$ cat config.mk
export PLATFORM = sky130hd
export DESIGN_NAME = lua_page_template_converter_flat
export DESIGN_NICKNAME = d
export VERILOG_FILES = /design/src/rtl/lptc_pkg.sv /design/src/rtl/lptc_in_if.sv /design/src/rtl/lptc_out_if.sv /design/src/rtl/lptc_front.sv /design/src/rtl/lptc_queue.sv /design/src/rtl/lptc_back.sv /design/src/rtl/lua_page_template_converter.sv /design/src/flat_wrapper.sv
export SDC_FILE = /design/constraint.sdc
export NUM_CORES = 1
export LEC_CHECK = 0
export ABC_CLOCK_PERIOD_IN_PS = 9320
export BUFFER_PORTS_ARGS = -buffer_cell sky130_fd_sc_hd__clkbuf_2
export CORE_AREA = 10 10 202 204
export DETAILED_ROUTE_END_ITERATION = 16
export DIE_AREA = 0 0 212 214
export PLACE_DENSITY = 0.45
export SYNTH_ARGS = -nofsm -noshare
export SYNTH_HDL_FRONTEND = slang
export SYNTH_SLANG_ARGS = --single-unit
$ cat constraint.sdc
create_clock -name clk -period 9.32 [get_ports clk]
set_input_delay 0.932 -clock clk [delete_from_list [all_inputs] [get_ports clk]]
set_output_delay 0.932 -clock clk [all_outputs]
set_load 0.01 [all_outputs]
$ cat src/rtl/lptc_pkg.sv
`default_nettype none

package lptc_pkg;

    localparam int NSEG = 5;
    localparam int SEG_BITS = 3;
    localparam int IDX_BITS = 3;
    localparam int LEN_BITS = 4;

    localparam logic [SEG_BITS-1:0] SEG_OPEN1 = 3'd0;
    localparam logic [SEG_BITS-1:0] SEG_HELD  = 3'd1;
    localparam logic [SEG_BITS-1:0] SEG_SNIP  = 3'd2;
    localparam logic [SEG_BITS-1:0] SEG_OPEN2 = 3'd3;
    localparam logic [SEG_BITS-1:0] SEG_CHAR  = 3'd4;

    localparam int QUEUE_DEPTH = 4;
    localparam int QPTR_BITS = $clog2(QUEUE_DEPTH);

    localparam int CFG_DATA_BITS = 32;
    localparam int CFG_ADDR_BITS = 3;
    localparam logic REG_MAX_LINE_LEN = 1'b0;
    localparam logic [15:0] MAX_LINE_LEN_RESET = 16'd200;

    localparam logic REQ_BYTE = 1'b0;
    localparam logic REQ_END  = 1'b1;

    localparam logic [7:0] CH_LF  = 8'h0A;
    localparam logic [7:0] CH_CR  = 8'h0D;
    localparam logic [7:0] CH_EQ  = 8'h3D;
    localparam logic [7:0] CH_GT  = 8'h3E;
    localparam logic [7:0] CH_QM  = 8'h3F;
    localparam logic [7:0] CH_LBR = 8'h5B;
    localparam logic [7:0] CH_RBR = 8'h5D;

    typedef enum logic [3:0] {
        S_OPEN    = 4'd0,
        S_TAG     = 4'd1,
        S_QM      = 4'd2,
        S_ESC     = 4'd3,
        S_CLOSE   = 4'd4,
        S_NLCLOSE = 4'd5,
        S_WEXP    = 4'd6,
        S_EEXP    = 4'd7,
        S_NL      = 4'd8,
        S_CHAR    = 4'd9
    } sid_t;

    localparam logic [LEN_BITS-1:0] LEN_OPEN    = 4'd5;
    localparam logic [LEN_BITS-1:0] LEN_ESC     = 4'd8;
    localparam logic [LEN_BITS-1:0] LEN_CLOSE   = 4'd3;
    localparam logic [LEN_BITS-1:0] LEN_NLCLOSE = 4'd4;
    localparam logic [LEN_BITS-1:0] LEN_WEXP    = 4'd3;
    localparam logic [LEN_BITS-1:0] LEN_EEXP    = 4'd2;
    localparam logic [LEN_BITS-1:0] LEN_ONE     = 4'd1;
    localparam logic [LEN_BITS-1:0] LEN_NONE    = 4'd0;

    // strings left-aligned in eight bytes
    localparam logic [63:0] STR_OPEN    = {"_w[[\n", 24'h0};
    localparam logic [63:0] STR_TAG     = {"<?lua", 24'h0};
    localparam logic [63:0] STR_QM      = {"?", 56'h0};
    localparam logic [63:0] STR_ESC     = "]\n_w']'\n";
    localparam logic [63:0] STR_CLOSE   = {"]]\n", 40'h0};
    localparam logic [63:0] STR_NLCLOSE = {"\n]]\n", 32'h0};
    localparam logic [63:0] STR_WEXP    = {"_w(", 40'h0};
    localparam logic [63:0] STR_EEXP    = {")\n", 48'h0};
    localparam logic [63:0] STR_NL      = {"\n", 56'h0};

    typedef struct packed {
        sid_t                sid;
        logic [LEN_BITS-1:0] len;
    } seg_t;

    typedef struct packed {
        seg_t [NSEG-1:0] seg;
        logic [7:0]      ch;
    } cmd_t;

    function automatic logic [63:0] str_word(sid_t sid);
        logic [63:0] w;
        unique case (sid)
            S_OPEN:    w = STR_OPEN;
            S_TAG:     w = STR_TAG;
            S_QM:      w = STR_QM;
            S_ESC:     w = STR_ESC;
            S_CLOSE:   w = STR_CLOSE;
            S_NLCLOSE: w = STR_NLCLOSE;
            S_WEXP:    w = STR_WEXP;
            S_EEXP:    w = STR_EEXP;
            S_NL:      w = STR_NL;
            default:   w = 64'h0;
        endcase
        return w;
    endfunction

    function automatic logic [7:0] str_byte(sid_t sid, logic [IDX_BITS-1:0] idx);
        logic [63:0] w;
        logic [5:0]  pos;
        w = str_word(sid);
        pos = {3'd7 - idx, 3'b000};
        return w[pos +: 8];
    endfunction

endpackage

`default_nettype wire

$ cat src/rtl/lptc_in_if.sv
`default_nettype none

interface lptc_in_if;
    logic       valid;
    logic       ready;
    logic       req_type;
    logic [7:0] in_byte;

    modport source (output valid, output req_type, output in_byte, input ready);
    modport sink (input valid, input req_type, input in_byte, output ready);
endinterface

`default_nettype wire

$ cat src/rtl/lptc_out_if.sv
`default_nettype none

interface lptc_out_if;
    logic       valid;
    logic       ready;
    logic [7:0] out_byte;
    logic       out_last;

    modport source (output valid, output out_byte, output out_last, input ready);
    modport sink (input valid, input out_byte, input out_last, output ready);
endinterface

`default_nettype wire

$ cat src/rtl/lptc_front.sv
`default_nettype none

module lptc_front #(
    parameter int LINE_COUNT_BITS = 16
) (
    input  wire logic           clk,
    input  wire logic           rst_n,
    lptc_in_if.sink             page,
    input  wire logic [15:0]    max_line_len,
    output lptc_pkg::cmd_t      cmd,
    output logic                push,
    input  wire logic           full
);
    import lptc_pkg::*;

    localparam int LCB = LINE_COUNT_BITS;
    localparam int CW = ((LCB > 16) ? LCB : 16) + 1;
    localparam logic [LCB-1:0] LC_MAX = {LCB{1'b1}};

    typedef enum logic [3:0] {
        M_TEXT = 4'b0001,
        M_TAG  = 4'b0010,
        M_STMT = 4'b0100,
        M_EXPR = 4'b1000
    } mode_t;

    mode_t          mode_reg, mode_next;
    logic [2:0]     op_reg, op_next;
    logic           cp_reg, cp_next;
    logic [LCB-1:0] lc_reg, lc_next;
    logic [7:0]     prev_reg, prev_next;

    logic [7:0]     c;
    logic [LCB-1:0] lc_a;
    logic [LCB-1:0] lc_b;
    logic [LCB:0]   lc_sum;
    logic           emit;
    logic           any_out;

    assign c = page.in_byte;
    assign page.ready = !full;

    always_comb
    begin
        mode_next = mode_reg;
        op_next = op_reg;
        cp_next = cp_reg;
        lc_next = lc_reg;
        prev_next = prev_reg;
        lc_a = lc_reg;
        lc_b = lc_reg;
        lc_sum = '0;
        emit = 1'b0;
        for (int k = 0; k < NSEG; k++)
        begin
            cmd.seg[k].sid = S_OPEN;
            cmd.seg[k].len = LEN_NONE;
        end
        cmd.seg[SEG_HELD].sid = S_TAG;
        cmd.seg[SEG_CHAR].sid = S_CHAR;
        cmd.ch = c;

        if (page.req_type == REQ_END)
        begin
            if (mode_reg == M_TEXT && lc_reg != '0)
            begin
                cmd.seg[SEG_SNIP].sid = S_CLOSE;
                cmd.seg[SEG_SNIP].len = LEN_CLOSE;
            end
            mode_next = M_TEXT;
            op_next = 3'd0;
            cp_next = 1'b0;
            lc_next = '0;
            prev_next = 8'h00;
        end
        else
        begin
            prev_next = c;
            if (mode_reg == M_TEXT && c == str_byte(S_TAG, op_reg))
            begin
                if (op_reg == 3'd4)
                begin
                    mode_next = M_TAG;
                    op_next = 3'd0;
                    cp_next = 1'b0;
                    if (lc_reg != '0)
                    begin
                        cmd.seg[SEG_SNIP].sid = S_CLOSE;
                        cmd.seg[SEG_SNIP].len = LEN_CLOSE;
                    end
                    lc_next = '0;
                end
                else
                begin
                    op_next = op_reg + 3'd1;
                end
            end
            else if (mode_reg == M_TAG && !cp_reg && c == CH_EQ)
            begin
                mode_next = M_EXPR;
                op_next = 3'd0;
                cp_next = 1'b0;
                cmd.seg[SEG_SNIP].sid = S_WEXP;
                cmd.seg[SEG_SNIP].len = LEN_WEXP;
            end
            else if (mode_reg != M_TEXT && c == (cp_reg ? CH_GT : CH_QM))
            begin
                if (cp_reg)
                begin
                    if (mode_reg == M_EXPR)
                    begin
                        cmd.seg[SEG_SNIP].sid = S_EEXP;
                        cmd.seg[SEG_SNIP].len = LEN_EEXP;
                    end
                    else
                    begin
                        cmd.seg[SEG_SNIP].sid = S_NL;
                        cmd.seg[SEG_SNIP].len = LEN_ONE;
                    end
                    mode_next = M_TEXT;
                    op_next = 3'd0;
                    cp_next = 1'b0;
                end
                else
                begin
                    cp_next = 1'b1;
                end
            end
            else
            begin
                if (mode_reg == M_TAG)
                begin
                    mode_next = M_STMT;
                end
                op_next = 3'd0;
                cp_next = 1'b0;
                if (mode_reg == M_TEXT)
                begin
                    // replay held tag bytes
                    if (op_reg != 3'd0)
                    begin
                        if (lc_reg == '0)
                        begin
                            cmd.seg[SEG_OPEN1].len = LEN_OPEN;
                        end
                        cmd.seg[SEG_HELD].len = {1'b0, op_reg};
                        lc_sum = {1'b0, lc_reg} + {{(LCB-2){1'b0}}, op_reg};
                        lc_a = lc_sum[LCB] ? LC_MAX : lc_sum[LCB-1:0];
                    end
                    lc_b = lc_a;
                    emit = 1'b1;
                    if (c == CH_RBR && prev_reg == CH_RBR)
                    begin
                        cmd.seg[SEG_SNIP].sid = S_ESC;
                        cmd.seg[SEG_SNIP].len = LEN_ESC;
                        lc_b = '0;
                    end
                    else if (c == CH_LBR && prev_reg == CH_LBR)
                    begin
                        cmd.seg[SEG_SNIP].sid = S_CLOSE;
                        cmd.seg[SEG_SNIP].len = LEN_CLOSE;
                        lc_b = '0;
                    end
                    else if (c == CH_LF)
                    begin
                        if ({{(CW-LCB){1'b0}}, lc_a} > {{(CW-16){1'b0}}, max_line_len})
                        begin
                            cmd.seg[SEG_SNIP].sid = S_NLCLOSE;
                            cmd.seg[SEG_SNIP].len = LEN_NLCLOSE;
                            lc_b = '0;
                        end
                    end
                    else if (c == CH_CR)
                    begin
                        emit = 1'b0;
                    end
                    if (emit)
                    begin
                        if (lc_b == '0)
                        begin
                            cmd.seg[SEG_OPEN2].len = LEN_OPEN;
                        end
                        cmd.seg[SEG_CHAR].len = LEN_ONE;
                        lc_next = (lc_b == LC_MAX) ? lc_b : lc_b + 1'b1;
                    end
                    else
                    begin
                        lc_next = lc_a;
                    end
                end
                else
                begin
                    if (cp_reg)
                    begin
                        cmd.seg[SEG_HELD].sid = S_QM;
                        cmd.seg[SEG_HELD].len = LEN_ONE;
                    end
                    cmd.seg[SEG_CHAR].len = LEN_ONE;
                end
            end
        end

        any_out = 1'b0;
        for (int k = 0; k < NSEG; k++)
        begin
            any_out = any_out | (cmd.seg[k].len != LEN_NONE);
        end
        push = page.valid && page.ready && any_out;
    end

    always_ff @(posedge clk or negedge rst_n)
    begin
        if (!rst_n)
        begin
            mode_reg <= M_TEXT;
            op_reg <= 3'd0;
            cp_reg <= 1'b0;
            lc_reg <= '0;
            prev_reg <= 8'h00;
        end
        else if (page.valid && page.ready)
        begin
            mode_reg <= mode_next;
            op_reg <= op_next;
            cp_reg <= cp_next;
            lc_reg <= lc_next;
            prev_reg <= prev_next;
        end
    end

endmodule

`default_nettype wire

$ cat src/rtl/lptc_queue.sv
`default_nettype none

module lptc_queue (
    input  wire logic           clk,
    input  wire logic           rst_n,
    input  wire logic           push,
    input  wire lptc_pkg::cmd_t wr_data,
    output logic                full,
    input  wire logic           pop,
    output lptc_pkg::cmd_t      rd_data,
    output logic                empty
);
    import lptc_pkg::*;

    cmd_t                 mem_reg [QUEUE_DEPTH];
    logic [QPTR_BITS-1:0] wr_ptr_reg;
    logic [QPTR_BITS-1:0] rd_ptr_reg;
    logic [QPTR_BITS:0]   count_reg;

    assign full = (count_reg == QUEUE_DEPTH[QPTR_BITS:0]);
    assign empty = (count_reg == '0);
    assign rd_data = mem_reg[rd_ptr_reg];

    always_ff @(posedge clk)
    begin
        if (push && !full)
        begin
            mem_reg[wr_ptr_reg] <= wr_data;
        end
    end

    always_ff @(posedge clk or negedge rst_n)
    begin
        if (!rst_n)
        begin
            wr_ptr_reg <= '0;
            rd_ptr_reg <= '0;
            count_reg <= '0;
        end
        else
        begin
            if (push && !full)
            begin
                wr_ptr_reg <= wr_ptr_reg + 1'b1;
            end
            if (pop && !empty)
            begin
                rd_ptr_reg <= rd_ptr_reg + 1'b1;
            end
            if ((push && !full) && !(pop && !empty))
            begin
                count_reg <= count_reg + 1'b1;
            end
            else if (!(push && !full) && (pop && !empty))
            begin
                count_reg <= count_reg - 1'b1;
            end
        end
    end

endmodule

`default_nettype wire

$ cat src/rtl/lptc_back.sv
`default_nettype none

module lptc_back (
    input  wire logic           clk,
    input  wire logic           rst_n,
    input  wire lptc_pkg::cmd_t head,
    input  wire logic           empty,
    output logic                pop,
    lptc_out_if.source          script
);
    import lptc_pkg::*;

    // lowest non-empty segment at or after the given one
    function automatic logic [SEG_BITS:0] find_seg(cmd_t cm, logic [SEG_BITS-1:0] from);
        logic [SEG_BITS:0] r;
        r = '0;
        for (int k = NSEG - 1; k >= 0; k--)
        begin
            if (SEG_BITS'(k) >= from && cm.seg[k].len != LEN_NONE)
            begin
                r = {1'b1, SEG_BITS'(k)};
            end
        end
        return r;
    endfunction

    cmd_t                cmd_reg;
    logic                busy_reg;
    logic [SEG_BITS-1:0] seg_reg;
    logic [IDX_BITS-1:0] idx_reg;
    logic                ov_reg;
    logic [7:0]          byte_reg;
    logic                last_reg;

    seg_t              cur;
    logic [7:0]        cur_byte;
    logic              at_seg_end;
    logic [SEG_BITS:0] nxt;
    logic [SEG_BITS:0] first;
    logic              is_last;
    logic              advance;

    always_comb
    begin
        cur = cmd_reg.seg[seg_reg];
        cur_byte = (cur.sid == S_CHAR) ? cmd_reg.ch : str_byte(cur.sid, idx_reg);
        at_seg_end = (({1'b0, idx_reg} + 4'd1) == cur.len);
        nxt = find_seg(cmd_reg, seg_reg + 1'b1);
        is_last = at_seg_end && !nxt[SEG_BITS];
        advance = busy_reg && (!ov_reg || script.ready);
        first = find_seg(head, '0);
        pop = !empty && (!busy_reg || (advance && is_last));
    end

    assign script.valid = ov_reg;
    assign script.out_byte = byte_reg;
    assign script.out_last = last_reg;

    always_ff @(posedge clk)
    begin
        if (advance)
        begin
            byte_reg <= cur_byte;
            last_reg <= is_last;
        end
        if (pop)
        begin
            cmd_reg <= head;
        end
    end

    always_ff @(posedge clk or negedge rst_n)
    begin
        if (!rst_n)
        begin
            busy_reg <= 1'b0;
            seg_reg <= '0;
            idx_reg <= '0;
            ov_reg <= 1'b0;
        end
        else
        begin
            if (advance)
            begin
                ov_reg <= 1'b1;
            end
            else if (script.ready)
            begin
                ov_reg <= 1'b0;
            end
            if (pop)
            begin
                busy_reg <= 1'b1;
                seg_reg <= first[SEG_BITS-1:0];
                idx_reg <= '0;
            end
            else if (advance)
            begin
                if (at_seg_end)
                begin
                    seg_reg <= nxt[SEG_BITS-1:0];
                    idx_reg <= '0;
                end
                else
                begin
                    idx_reg <= idx_reg + 1'b1;
                end
                if (is_last)
                begin
                    busy_reg <= 1'b0;
                end
            end
        end
    end

endmodule

`default_nettype wire

$ cat src/rtl/lua_page_template_converter.sv
// a request's first byte passes the command queue, command register and output register, after queued work
// throughput: one request a cycle if the 4-entry command queue has room; one script byte a cycle if ready
// a request makes 0 to 19 script bytes, put out one by one by the byte sequencer
// reset (rst_n low, asynchronous): text mode, no held tag bytes, line count zero, queue empty
// max_line_len returns to 200 on reset and is kept across end-of-page requests
`default_nettype none

module lua_page_template_converter #(
    parameter int LINE_COUNT_BITS = 16
) (
    input  wire logic                                clk,
    input  wire logic                                rst_n,
    lptc_in_if.sink                                  page,
    lptc_out_if.source                               script,
    input  wire logic                                psel,
    input  wire logic                                penable,
    input  wire logic                                pwrite,
    input  wire logic [lptc_pkg::CFG_ADDR_BITS-1:0]  paddr,
    input  wire logic [lptc_pkg::CFG_DATA_BITS-1:0]  pwdata,
    output logic [lptc_pkg::CFG_DATA_BITS-1:0]       prdata,
    output logic                                     pready
);
    import lptc_pkg::*;

    logic [15:0] max_line_len_reg;
    cmd_t        push_cmd;
    cmd_t        head_cmd;
    logic        push;
    logic        full;
    logic        pop;
    logic        empty;

    assign pready = 1'b1;
    assign prdata = (paddr[2] == REG_MAX_LINE_LEN) ? {16'h0000, max_line_len_reg} : '0;

    always_ff @(posedge clk or negedge rst_n)
    begin
        if (!rst_n)
        begin
            max_line_len_reg <= MAX_LINE_LEN_RESET;
        end
        else if (psel && penable && pwrite && pready && paddr[2] == REG_MAX_LINE_LEN)
        begin
            max_line_len_reg <= pwdata[15:0];
        end
    end

    lptc_front #(
        .LINE_COUNT_BITS(LINE_COUNT_BITS)
    ) u_front (
        .clk          (clk),
        .rst_n        (rst_n),
        .page         (page),
        .max_line_len (max_line_len_reg),
        .cmd          (push_cmd),
        .push         (push),
        .full         (full)
    );

    lptc_queue u_queue (
        .clk     (clk),
        .rst_n   (rst_n),
        .push    (push),
        .wr_data (push_cmd),
        .full    (full),
        .pop     (pop),
        .rd_data (head_cmd),
        .empty   (empty)
    );

    lptc_back u_back (
        .clk    (clk),
        .rst_n  (rst_n),
        .head   (head_cmd),
        .empty  (empty),
        .pop    (pop),
        .script (script)
    );

endmodule

`default_nettype wire
$ cat src/flat_wrapper.sv
// flat-port wrapper written by rule: the top's interface ports become plain ports
module lua_page_template_converter_flat import lptc_pkg::*;
#(
    parameter int LINE_COUNT_BITS = 16
)
  (clk, rst_n, psel, penable, pwrite, paddr, pwdata, prdata, pready, page_valid, page_req_type, page_in_byte, page_ready, script_valid, script_out_byte, script_out_last, script_ready);
  lptc_in_if page_i ();
  lptc_out_if script_i ();
  input  wire logic clk;
  input  wire logic rst_n;
  input  wire logic psel;
  input  wire logic penable;
  input  wire logic pwrite;
  input  wire logic [lptc_pkg::CFG_ADDR_BITS-1:0] paddr;
  input  wire logic [lptc_pkg::CFG_DATA_BITS-1:0] pwdata;
  output logic [lptc_pkg::CFG_DATA_BITS-1:0] prdata;
  output logic pready;
  input wire logic [$bits(page_i.valid)-1:0] page_valid;
  input wire logic [$bits(page_i.req_type)-1:0] page_req_type;
  input wire logic [$bits(page_i.in_byte)-1:0] page_in_byte;
  output wire logic [$bits(page_i.ready)-1:0] page_ready;
  output wire logic [$bits(script_i.valid)-1:0] script_valid;
  output wire logic [$bits(script_i.out_byte)-1:0] script_out_byte;
  output wire logic [$bits(script_i.out_last)-1:0] script_out_last;
  input wire logic [$bits(script_i.ready)-1:0] script_ready;
  assign page_i.valid = page_valid;
  assign page_i.req_type = page_req_type;
  assign page_i.in_byte = page_in_byte;
  assign page_ready = page_i.ready;
  assign script_valid = script_i.valid;
  assign script_out_byte = script_i.out_byte;
  assign script_out_last = script_i.out_last;
  assign script_i.ready = script_ready;
  lua_page_template_converter #(.LINE_COUNT_BITS(LINE_COUNT_BITS)) u_core (.clk(clk), .rst_n(rst_n), .page(page_i), .script(script_i), .psel(psel), .penable(penable), .pwrite(pwrite), .paddr(paddr), .pwdata(pwdata), .prdata(prdata), .pready(pready));
endmodule
After elaboration in Yosys (flattened, before gate mapping)
Memory sizes are Yosys's and may differ from the RTL's.
Cells that the tools add are included.
{"block": "totals", "register_bits": 120, "latchBits": 0, "ramBits": 144, "rom_bits": 720, "input_bits": 51, "mem_count": 2}
{"memory": "(name not given)", "words": 16, "width": 45, "read_ports": 1, "rd_clocked_by_memory_dff": 0, "wr": 0, "line": "lptc_pkg.sv:80", "text": "unique case (sid)"}
{"memory": "u_core.u_queue.mem_reg", "words": 4, "width": 36, "read_ports": 1, "rd_clocked_by_memory_dff": 0, "wr": 1, "line": "lptc_queue.sv:15", "text": "cmd_t mem_reg [QUEUE_DEPTH];"}
{"block": "classes", "n_addsub": 12, "n_mul": 0, "div_mod_pow": 0, "order_cmp": 7, "eq_ne": 22, "n_shift": 2, "n_mux": 125, "n_bitwise": 5, "n_reduce_logical": 68}
{"cell": "$mux W16", "count": 25}
{"cell": "$shiftx A64 B7 Y8", "count": 2}
{"cell": "$mux W8", "count": 13}
{"cell": "$mux W4", "count": 23}
{"cell": "$mux W3", "count": 28}
{"cell": "$mux W64", "count": 1}
{"cell": "$reduce_bool A4 Y1", "count": 15}
{"cell": "$mux W7", "count": 7}
{"cell": "$eq A8 B7 Y1 const B", "count": 4}
{"cell": "$logic_not A16 Y1", "count": 2}
{"cell": "$logic_and A1 B1 Y1", "count": 25}
{"cell": "$bmux W8 S3", "count": 1}
{"cell": "$mux W1", "count": 24}
{"cell": "$add A16 B3 Y17", "count": 1}
{"cell": "$add A16 B1 Y16 const B", "count": 1}
{"cell": "$eq A16 B16 Y1 const B", "count": 1}
{"cell": "$eq A8 B4 Y1 const B", "count": 2}
{"cell": "$gt A16 B16 Y1", "count": 1}
{"cell": "$reduce_bool A16 Y1", "count": 1}
{"cell": "$add A3 B1 Y3 const B", "count": 4}
{"cell": "$mux W12", "count": 1}
{"cell": "$reduce_bool A2 Y1", "count": 5}
{"cell": "$eq A4 B4 Y1 const B", "count": 2}
{"cell": "$eq A8 B6 Y1", "count": 1}
{"cell": "30 further kinds", "count": 51}

Longest topological paths before layout
Gate-level depths: netlist of the first run.
{"block": "logic_depth", "ltp_word": 36, "mapped_depth": 25, "mapped_depth_nobuf": 22}

Modules after synthesis
A second synthesis of the first run with hierarchy kept.
{"block": "unflattened", "hier_cells": 1170, "area_unflattened_um2": 15720.1}
{"mod": "lptc_queue", "instances": 1, "cells_each": 287, "area_per_inst_um2": 7410.9, "seq_area_each_um2": 5940.7}
{"mod": "lptc_front", "instances": 1, "cells_each": 517, "area_per_inst_um2": 3908.7, "seq_area_each_um2": 802.0}
{"mod": "lptc_back", "instances": 1, "cells_each": 296, "area_per_inst_um2": 3497.1, "seq_area_each_um2": 1911.8}
{"mod": "lua_page_template_converter", "instances": 1, "cells_each": 70, "area_per_inst_um2": 903.4, "seq_area_each_um2": 404.1}

Worst setup path before layout of the first run
OpenSTA, ideal clock, no wires.
{"block": "synth_path", "path_kind": "register to register", "startpoint": "register u_core.u_front.op_reg[0]", "endpoint": "register u_core.u_front.lc_reg[0]", "setup_ps": 122, "arrival_time_ps": 5527, "slack_ps": 3672, "stages_incl_launch_ff": 24, "synth_period_minus_slack_ps": 5648, "cell_sequence": "dfrtp_1 ha_1 fa_1 a21o_1 nand3_1 nor2_1 or3_1 clkbuf_1 ha_1 a21oi_1 nor2_1 a311o_1 o41a_1 nor3_1 nand2_1 inv_1 ha_1 inv_1 or4b_4 nor2_4 nand4_2 buf_4 a21o_1 a32o_1"}
{"block": "synth_via", "elab_chain_cells": 26}
{"element": "start: declaration", "line": "lptc_front.sv:28", "text": "logic [2:0] op_reg, op_next;"}
{"element": "start signal: assignment", "line": "lptc_front.sv:224", "text": "op_reg <= op_next;"}
{"element": "$add A16 B3 Y17", "line": "lptc_front.sv:147", "text": "lc_sum = {1'b0, lc_reg} + {{(LCB-2){1'b0}}, op_reg};"}
{"element": "$mux W16", "line": "lptc_front.sv:148", "text": "lc_a = lc_sum[LCB] ? LC_MAX : lc_sum[LCB-1:0];"}
{"element": "$mux W16", "line": "lptc_front.sv:140", "text": "if (op_reg != 3'd0)"}
{"element": "$mux W16", "line": "lptc_front.sv:137", "text": "if (mode_reg == M_TEXT)"}
{"element": "$mux W16", "line": "lptc_front.sv:106", "text": "else if (mode_reg != M_TEXT && c == (cp_reg ? CH_GT : CH_QM))"}
{"element": "$mux W16", "line": "lptc_front.sv:98", "text": "else if (mode_reg == M_TAG && !cp_reg && c == CH_EQ)"}
{"element": "$mux W16", "line": "lptc_front.sv:79", "text": "if (mode_reg == M_TEXT && c == str_byte(S_TAG, op_reg))"}
{"element": "$mux W16", "line": "lptc_front.sv:63", "text": "if (page.req_type == REQ_END)"}
{"element": "(+10 left out)"}
{"element": "$add A16 B1 Y16 / $eq A16 B16 Y1 (equally long branches)", "line": "lptc_front.sv:184", "text": "lc_next = (lc_b == LC_MAX) ? lc_b : lc_b + 1'b1;"}
{"element": "$mux W16", "line": "lptc_front.sv:184"}
{"element": "$mux W16", "line": "lptc_front.sv:177", "text": "if (emit)"}
{"element": "$mux W16", "line": "lptc_front.sv:137"}
{"element": "$mux W16", "line": "lptc_front.sv:106"}
{"element": "$mux W16", "line": "lptc_front.sv:98"}
{"element": "$mux W16", "line": "lptc_front.sv:79"}
{"element": "$mux W16", "line": "lptc_front.sv:63"}
{"element": "end signal: assignment", "line": "lptc_front.sv:226", "text": "lc_reg <= lc_next;"}
{"element": "end: declaration", "line": "lptc_front.sv:30", "text": "logic [LCB-1:0] lc_reg, lc_next;"}
Parallel ways exist; a longest one is shown, timed or not. The select of a mux whose other input is x is not followed.
A chain may end at the register's enable or synchronous reset.

Final worst setup path of the first run
{"block": "layout_path", "startpoint": "register u_core.u_front.op_reg[0]", "endpoint": "register u_core.u_front.lc_reg[11]"}
Same word-level chain as after synthesis.

==> flow_metrics.py, run 1 <==
metrics = {
    "run_status": {
        "status": "finished, final reports clean",
    },
    "cts": {
        "cts_resized": 0,
        "cts_buffers": 17,
        "holdBufCountCts": 0,
        "postCtsSetupBuffers": 0,
        "clk_latency_ns": 0.45,
        "h-tree-depth": 4,
        "clockRootBuffer": "clkbuf_16",
        "cts_sinks": 192,
        "cts_tree": "yes",
        "clock_path_buffers": 2,
        "clkTransAtPathRegs_ns": 0.08,
    },
    "setup_path": {
        "ff2ff_setup_slack_ns": 2.53,
        "end_kind": "register",
        "crit_family": "simple AND/OR/NAND/NOR gates",
        "worst_ep_arrival_time_ns": 7.12,
        "slowest_delay_ns": 0.60,
        "crit_buf_inv": 2,
        "path_max_fanout": 13,
        "start_kind": "register",
        "cp_cell_sequence": "ha_1 > fa_1 > a21o_1 > nand3_1 > or2_0 > nand2_1 > ha_1 > nand4_2 > nor2_1 > a311o_1 > o41a_1 > nor3_1 > nand2_1 > inv_1 > ha_1 > inv_1 > or4b_4 > nor2_4 > nand4_2 > a31o_2 > a32o_1",
        "rr_worst_depth": 21,
        "path_common_cell": "ha_1",
        "cp_slowest_cell": "o41a_1",
        "r2r-start": "u_core.u_front.op_reg[0]",
        "rr_endpoint": "u_core.u_front.lc_reg[11]",
        "crit_required_ns": 9.65,
        "critPathKind": "reg -> reg",
    },
    "synth": {
        "synthCells": 973,
        "muxShareOfSynthArea": 0.0808,
        "synth_seq_area_share": 0.499,
        "async_flop_share": 0.328,
        "synth_seq_cells": 192,
        "synthAdderAreaFrac": 0.0529,
        "synth-compound-area-share": 0.128,
        "syn_avg_cell_area_um2": 11.2,
        "synthTopCellsByArea": "edfxtp_1, dfrtp_1, mux4_2",
        "ys.flop_type": "edfxtp_1",
        "yosysTopAreaCell": "edfxtp_1",
        "yosysTopAreaCellShare": 0.354,
        "yosysWarnings": 0,
        "synthSimpleGateAreaFrac": 0.176,
        "synth-xor-area-share": 0.0160,
        "syn-cell-area_um2": 10900,
        "synth_top_family_by_area": "simple AND/OR/NAND/NOR gates",
        "synth_cell_types": 89,
        "synth-edff-count": 129,
    },
    "routing": {
        "num_vias": 7802,
        "routedWlPerCell_um": 18.9,
        "ant_nets": 0,
        "first_pass_iters": 5,
        "wl_mm": 28.3,
        "vias_per_cell": 5.22,
        "drc_errors": 0,
        "drtIter0Drc": 462,
    },
    "timing": {
        "fin_crit_ns": 6.79,
        "period_share": 0.729,
        "max_slew_margin": 0.329,
        "worstMarginPinSlew_ns": 0.996,
        "setup_viol": 0,
        "max_freq_ghz": 0.147,
        "hold_viol": 0,
        "finalMaxSlewViolations": 0,
        "rsz0062_at_grt": "no",
        "fin_skew_ns": 0.0161,
        "finalSetupTns_ns": 0,
    },
    "floorplan": {
        "core-area_um2": 37000,
        "die-width_um": 212,
        "dieArea_um2": 45400,
        "start_util": 0.295,
        "die_y_um": 214,
        "io_pins": 95,
        "rows": 71,
    },
    "cells_and_area": {
        "largest_reg_flops": 96,
        "drive_above_1_share": 0.179,
        "fin_area_um2": 12200,
        "layout_common_cells": "edfxtp_1, nand2_1, nor2_1",
        "area_delta_synth_final_pct": 11.7,
        "final_common_cell": "edfxtp_1",
        "n_antenna_cell": 0,
        "layout.nets": 1105,
    },
    "power_and_ir_drop": {
        "cellPowerDensity_nw_per_um2": 229,
        "vdd_drop_max_uv": 138,
        "leakage_nw": 4.52,
    },
    "global_routing": {
        "antenna_found_initial": 0,
        "grt_pass1_wl_mm": 45.4,
        "grt_remaining_overflow": 0,
        "grt_max_degree": 51,
        "grt_pass1_vias": 7924,
        "grt_usage": 0.127,
    },
    "flow_run": {
        "cap_violations": 0,
    },
    "placed_design": {
        "gp_congestion": 0.849,
        "placed_cell_area_um2": 11600,
        "dp_hpwl_mm": 20.1,
        "io_buffers": 59,
    },
    "min_path": {
        "hp-class": "in -> async",
    },
}
## Yosys cell counts, types with 4 or more instances
cell and count:
xnor2_1 13, a31oi_1 8, clkbuf_1 31, nor2b_1 13, a21o_1 7, nand3b_1 11
nand2_1 82, a21boi_0 4, a211oi_1 6, nand3_1 26, a211o_1 4, a41oi_1 5
nor4b_1 6, nor4_1 22, a22oi_1 4, o21ai_0 39, nand4b_1 5, mux4_2 26
o31a_1 5, ha_1 43, o31ai_1 11, nor3_1 29, a21oi_1 38, dfstp_2 4
o221ai_1 4, mux2i_1 5, buf_4 20, or3_1 10, dfrtp_1 59, mux2_2 22
buf_1 5, and3_1 5, o22ai_1 6, edfxtp_1 129, or4_1 5, and2_1 12
nand2b_1 20, buf_2 12, a32oi_1 6, o211ai_1 10, a32o_1 5, nor2_1 60
xor2_1 7, inv_1 42, nand4_1 15
## worst max path at each step
stage	from	endpoint	depth (start not counted)
2_1_floorplan	u_core.u_front.op_reg[0]	u_core.u_front.lc_reg[0]	23
3_5_place_dp	u_core.u_front.op_reg[0]	u_core.u_front.lc_reg[11]	21
6_report	u_core.u_front.op_reg[0]	u_core.u_front.lc_reg[11]	21
5_1_grt	u_core.u_front.op_reg[1]	u_core.u_front.lc_reg[11]	21
4_1_cts	u_core.u_front.op_reg[0]	u_core.u_front.lc_reg[11]	21
3_3_place_gp	u_core.u_front.op_reg[0]	u_core.u_front.lc_reg[9]	21
## stage by stage
stage	util	setup WS (ns)	std cells	hold WS (ns)	total power, mW
after floorplan	-	3.67	988	0.441	1.84
final	0.330	2.53	1496	0.342	2.79
after global routing	0.330	2.03	1496	0.347	2.99
after global placement	0.314	2.60	1464	0.465	2.11
after detailed placement	0.314	2.58	1464	0.469	2.11
after CTS	0.330	2.54	1496	0.341	2.83
## cell families (layout without fill, tap and decap cells)
group,Yosys count,in the layout
and+or+nand+nor,351,351
AOI/OAI and AO/OA,198,198
DFF,192,192
buffers and inverters,112,146
muxes,53,53
adders and majority gates,45,45
xor gates and xnor gates,20,20
other,2,17
## where the power goes
group	internal (mW)	switching (mW)	total [mW]
Clock	0.355	0.361	0.716
Combinational	0.378	0.506	0.884
Sequential	1.08	0.115	1.19
## area by class of cell
class                      count  area (um2)
clock buffer                  17         425
fill                        3734       24800
inverter                      42         158
sequential                   192        5460
timing repair buffer          72         395
tap                          474         593
clock inverter                15         145
multi-input combinational    684        5050
## routing by layer
metal,vias up,GRT usage,wire (um)
met1,3829,0.163,12800
li1,3754,-,-
met5,-,0,0
met3,40,0.0244,1160
met4,0,0.0441,653
met2,179,0.206,13700
Power figures use the tool's default switching activity.
==> run 2, diff against run 1 <==
--- a/config.mk
+++ b/config.mk
@@ -5,7 +5,7 @@
 export SDC_FILE = /design/constraint.sdc
 export NUM_CORES = 1
 export LEC_CHECK = 0
-export ABC_CLOCK_PERIOD_IN_PS = 9320
+export ABC_CLOCK_PERIOD_IN_PS = 7000
 export BUFFER_PORTS_ARGS = -buffer_cell sky130_fd_sc_hd__clkbuf_2
 export CORE_AREA = 10 10 202 204
 export DETAILED_ROUTE_END_ITERATION = 16
==> constraint.sdc (replaced) <==
create_clock -name clk -period 7 [get_ports clk]
set_input_delay 0.7 -clock clk [delete_from_list [all_inputs] [get_ports clk]]
set_output_delay 0.7 -clock clk [all_outputs]
set_load 0.01 [all_outputs]
==> flow_metrics.py, run 2 (synthesized netlist as in run 1, its figures left out) <==
metrics = {
    "run_status": {
        "status": "finished, final reports clean",
    },
    "setup_path": {
        "critPathKind": "reg -> reg",
        "end_kind": "register",
        "worst_ep_arrival_time_ns": 6.79,
        "crit_required_ns": 7.33,
        "path_max_fanout": 13,
        "start_kind": "register",
    },
    "floorplan": {
        "start_util": 0.295,
        "dieArea_um2": 45400,
        "die_y_um": 214,
        "io_pins": 95,
        "die-width_um": 212,
        "core-area_um2": 37000,
        "rows": 71,
    },
    "timing": {
        "setup_viol": 0,
        "fin_crit_ns": 6.46,
        "finalSetupTns_ns": 0,
        "finalMaxSlewViolations": 0,
        "rsz0062_at_grt": "no",
        "max_slew_margin": 0.340,
        "hold_viol": 0,
        "fin_skew_ns": 0.0247,
        "worstMarginPinSlew_ns": 0.990,
        "period_share": 0.923,
        "max_freq_ghz": 0.155,
        "timing.hold.ws_ns": 0.115,
    },
    "cts": {
        "cts_resized": 0,
        "cts_sinks": 192,
        "cts_buffers": 17,
        "postCtsSetupBuffers": 0,
        "clkTransAtPathRegs_ns": 0.09,
        "h-tree-depth": 4,
        "clk_latency_ns": 0.46,
        "holdBufCountCts": 0,
        "cts_tree": "yes",
        "clock_path_buffers": 2,
        "clockRootBuffer": "clkbuf_16",
    },
    "global_routing": {
        "antenna_found_initial": 0,
        "grt_max_degree": 51,
        "grt_pass1_wl_mm": 46.1,
        "grt_pass1_vias": 7808,
        "grt_remaining_overflow": 0,
        "grt_usage": 0.129,
    },
    "flow_run": {
        "cap_violations": 0,
    },
    "cells_and_area": {
        "largest_reg_flops": 96,
        "n_antenna_cell": 0,
        "layout_common_cells": "edfxtp_1, nand2_1, nor2_1",
        "final_common_cell": "edfxtp_1",
        "area_delta_synth_final_pct": 12.8,
        "drive_above_1_share": 0.185,
        "layout.nets": 1111,
    },
    "routing": {
        "ant_nets": 0,
        "drc_errors": 0,
        "drtIter0Drc": 540,
        "wl_mm": 29.1,
        "vias_per_cell": 5.26,
        "num_vias": 7905,
        "routedWlPerCell_um": 19.3,
        "first_pass_iters": 5,
    },
    "power_and_ir_drop": {
        "cellPowerDensity_nw_per_um2": 310,
        "leakage_nw": 4.58,
        "vdd_drop_max_uv": 159,
        "clkPwrFrac": 0.272,
        "pwr-share-comb": 0.310,
        "p_int_mw": 2.44,
        "seqPwrFrac": 0.418,
        "swShare": 0.361,
        "p_sw_mw": 1.38,
    },
    "placed_design": {
        "gp_congestion": 0.827,
        "io_buffers": 59,
        "dp_hpwl_mm": 20.6,
    },
    "min_path": {
        "hp-class": "in -> async",
    },
}
==> run 2: stage by stage <==
stage	setup WS [ns]	instances	power (mW)	utilization	instance area, um2
detailed placement	0.606	1470	2.82	0.316	11700
floorplan	1.35	988	2.45	-	11000
finish	0.539	1502	3.82	0.333	12300
global route	0.0108	1502	4.07	0.333	12300
global placement	0.645	1470	2.81	0.316	11700
CTS	0.553	1502	3.88	0.333	12300
==> run 2: path summary, 6_finish.rpt <==
path,startpoint,end,slack (ns),depth (start not counted)
setup / recovery,u_core.u_front.op_reg[0],u_core.u_front.lc_reg[9],0.54,21
min in group clk,pwdata[12],u_core.max_line_len_reg[12],0.48,2
max in group asynchronous,rst_n,u_core.max_line_len_reg[14],5.86,2
hold reg to reg,u_core.u_front.prev_reg[0],u_core.u_front.prev_reg[0],0.49,2
hold / removal,rst_n,u_core.u_back.idx_reg[2],0.12,1
setup reg to reg,u_core.u_front.op_reg[0],u_core.u_front.lc_reg[9],0.54,21
==> run 2: critical path, stage by stage (launching register included) <==
cell     delay (ns)
dfrtp_1        0.48
ha_1           0.26
fa_1           0.26
a21oi_1        0.19
nor4_2         0.57
a31oi_1        0.17
a31oi_1        0.40
ha_1           0.33
nand4_2        0.14
nor2_1         0.07
a311o_1        0.40
o41a_1         0.48
nor3_1         0.37
nand2_1        0.13
inv_1          0.11
ha_1           0.14
inv_1          0.06
or4b_4         0.57
nor2_4         0.15
nand4_2        0.41
a31o_2         0.39
a32o_1         0.24
==> run 2: power groups by stage <==
stage	Combinational, mW	Clock (mW)	Sequential [mW]
floorplan	0.917	0	1.54
global placement	1.19	0	1.62
detailed placement	1.19	0	1.62
CTS	1.20	1.08	1.60
global route	1.32	1.12	1.63
finish	1.18	1.04	1.60
==> run 2: routing by layer <==
layer / track usage / part of all wire
met1: 0.171 / 0.46
met2: 0.209 / 0.49
met3: 0.0186 / 0.030
met4: 0.0451 / 0.020
met5: 0 / 0
==> run 2: layout make-up <==
type,count,area [um2]
fillers,3719,24700
flip-flops and latches,192,5460
multi-input cells,684,5050
well taps,474,593
repair buffers,78,440
clock buffers,17,425
clock inverters,15,218
inverters,42,158
==> run 3, diff against run 2 <==
--- a/config.mk
+++ b/config.mk
@@ -7,10 +7,10 @@
 export LEC_CHECK = 0
 export ABC_CLOCK_PERIOD_IN_PS = 7000
 export BUFFER_PORTS_ARGS = -buffer_cell sky130_fd_sc_hd__clkbuf_2
-export CORE_AREA = 10 10 202 204
+export CORE_AREA = 10 10 173 239
 export DETAILED_ROUTE_END_ITERATION = 16
-export DIE_AREA = 0 0 212 214
-export PLACE_DENSITY = 0.45
+export DIE_AREA = 0 0 183 249
+export PLACE_DENSITY = 0.44
 export SYNTH_ARGS = -nofsm -noshare
 export SYNTH_HDL_FRONTEND = slang
 export SYNTH_SLANG_ARGS = --single-unit
==> flow_metrics.py, run 3 (synthesized netlist as in run 1, its figures left out) <==
metrics = {
    "setup_path": {
        "start_kind": "register",
        "path_common_cell": "ha_1",
        "slowest_delay_ns": 0.57,
        "cp_slowest_cell": "or4b_4",
        "crit_buf_inv": 3,
        "crit_required_ns": 7.33,
        "crit_family": "simple AND/OR/NAND/NOR gates",
        "end_kind": "register",
        "critPathKind": "reg -> reg",
        "path_max_fanout": 9,
        "worst_ep_arrival_time_ns": 6.46,
        "cp_cell_sequence": "ha_1 > fa_1 > a21o_1 > nand3_1 > nor2_1 > or3_1 > ha_1 > a21oi_1 > nor2_1 > a311o_1 > o41a_1 > nor3_1 > nand2_1 > inv_1 > ha_1 > inv_1 > or4b_4 > nor2_4 > nand4_2 > buf_4 > a21o_1 > a32o_1",
    },
    "power_and_ir_drop": {
        "p_int_mw": 2.45,
        "vdd_drop_max_uv": 137,
        "clkPwrFrac": 0.261,
        "cellPowerDensity_nw_per_um2": 306,
        "swShare": 0.348,
        "pwr-share-comb": 0.317,
        "power_mw": 3.76,
        "p_sw_mw": 1.31,
        "leakage_nw": 4.58,
        "seqPwrFrac": 0.421,
    },
    "cells_and_area": {
        "final_common_cell": "edfxtp_1",
        "area_delta_synth_final_pct": 12.5,
        "layout.nets": 1116,
        "n_antenna_cell": 0,
        "largest_reg_flops": 96,
        "multi_input_area_um2": 5040,
        "layout_common_cells": "edfxtp_1, nand2_1, nor2_1",
        "fin_area_um2": 12300,
        "finalNonFillerCells": 1500,
        "regArea_um2": 5460,
        "fillCellCount": 3799,
        "drive_above_1_share": 0.188,
    },
    "run_status": {
        "status": "finished, final reports clean",
    },
    "cts": {
        "clk_latency_ns": 0.44,
        "h-tree-depth": 4,
        "clockRootBuffer": "clkbuf_16",
        "cts_sinks": 192,
        "cts_resized": 0,
        "holdBufCountCts": 0,
        "postCtsSetupBuffers": 0,
        "cts_buffers": 17,
        "cts_tree": "yes",
        "clock_path_buffers": 2,
        "clkTransAtPathRegs_ns": 0.08,
    },
    "routing": {
        "first_pass_iters": 5,
        "ant_nets": 0,
        "routedWlPerCell_um": 19.7,
        "drtIter0Drc": 363,
        "drc_errors": 0,
        "num_vias": 7906,
        "wl_mm": 29.5,
        "vias_per_cell": 5.27,
    },
    "timing": {
        "timing.hold.ws_ns": 0.427,
        "max_freq_ghz": 0.163,
        "fin_skew_ns": 0.0128,
        "finalSetupTns_ns": 0,
        "setup_viol": 0,
        "max_slew_margin": 0.170,
        "finalMaxSlewViolations": 0,
        "worstMarginPinSlew_ns": 1.21,
        "rsz0062_at_grt": "no",
        "period_share": 0.876,
        "hold_viol": 0,
        "fin_crit_ns": 6.13,
    },
    "global_routing": {
        "grt_pass1_vias": 8301,
        "grt_usage": 0.131,
        "grt_remaining_overflow": 0,
        "grt_max_degree": 64,
        "antenna_found_initial": 0,
        "grt_pass1_wl_mm": 47.3,
    },
    "placed_design": {
        "io_buffers": 59,
        "dp_hpwl_mm": 21.9,
        "post-place-cells": 1468,
        "gp_congestion": 0.865,
        "placed_cell_area_um2": 11700,
    },
    "floorplan": {
        "die-width_um": 183,
        "io_pins": 95,
        "die_y_um": 249,
        "start_util": 0.297,
        "dieArea_um2": 45600,
        "rows": 83,
        "core-area_um2": 36800,
    },
    "flow_run": {
        "cap_violations": 0,
    },
    "min_path": {
        "hp-class": "in -> async",
    },
}
## run 3: worst reg2reg max path, cell delays in order, from the launching register on
cell and delay, ns:
dfrtp_1 0.48, ha_1 0.30, fa_1 0.49, a21o_1 0.23, nand3_1 0.14, nor2_1 0.16
or3_1 0.52, ha_1 0.36, a21oi_1 0.16, nor2_1 0.05, a311o_1 0.37, o41a_1 0.45
nor3_1 0.29, nand2_1 0.12, inv_1 0.10, ha_1 0.15, inv_1 0.07, or4b_4 0.57
nor2_4 0.13, nand4_2 0.21, buf_4 0.26, a21o_1 0.18, a32o_1 0.24
## run 3: power groups by stage
stage	Combinational (mW)	Clock, mW	Sequential [mW]
2_1_floorplan	0.917	0	1.54
5_1_grt	1.35	1.06	1.61
3_3_place_gp	1.21	0	1.61
3_5_place_dp	1.21	0	1.61
6_report	1.19	0.983	1.58
4_1_cts	1.22	1.01	1.59
## run 3: stage by stage
step,setup WS [ns],util
5_1_grt,0.477,0.335
3_5_place_dp,0.865,0.319
2_1_floorplan,1.35,-
6_report,0.868,0.335
4_1_cts,0.836,0.335
3_3_place_gp,0.843,0.319
## run 3: cell type report
| type | instances | share of cell area |
|---|---|---|
| clock inverter | 15 | 0.0131 |
| timing repair buffer | 83 | 0.0388 |
| sequential | 192 | 0.443 |
| clock buffer | 17 | 0.0346 |
| tap | 467 | 0.0475 |
| inverter | 42 | 0.0128 |
| multi-input combinational | 684 | 0.410 |
## run 3: path summary, 6_finish.rpt
path	startpoint	to	slack (ns)	cells after the start
max	u_core.u_front.op_reg[0]	u_core.u_front.lc_reg[1]	0.87	22
min	rst_n	u_core.u_queue.rd_ptr_reg[1]	0.43	1
max reg2reg	u_core.u_front.op_reg[0]	u_core.u_front.lc_reg[1]	0.87	22
min reg2reg	u_core.u_front.prev_reg[6]	u_core.u_front.prev_reg[6]	0.48	2
max in group asynchronous	rst_n	u_core.u_front.prev_reg[0]	5.94	1
min in group clk	u_core.u_front.prev_reg[6]	u_core.u_front.prev_reg[6]	0.48	2
## run 3: metal layers
metal,vias to the layer above,global-route usage,part of all wire
met5,-,0,0
met3,40,0.0229,0.034
li1,3754,-,-
met2,198,0.243,0.54
met1,3914,0.142,0.40
met4,0,0.0515,0.028
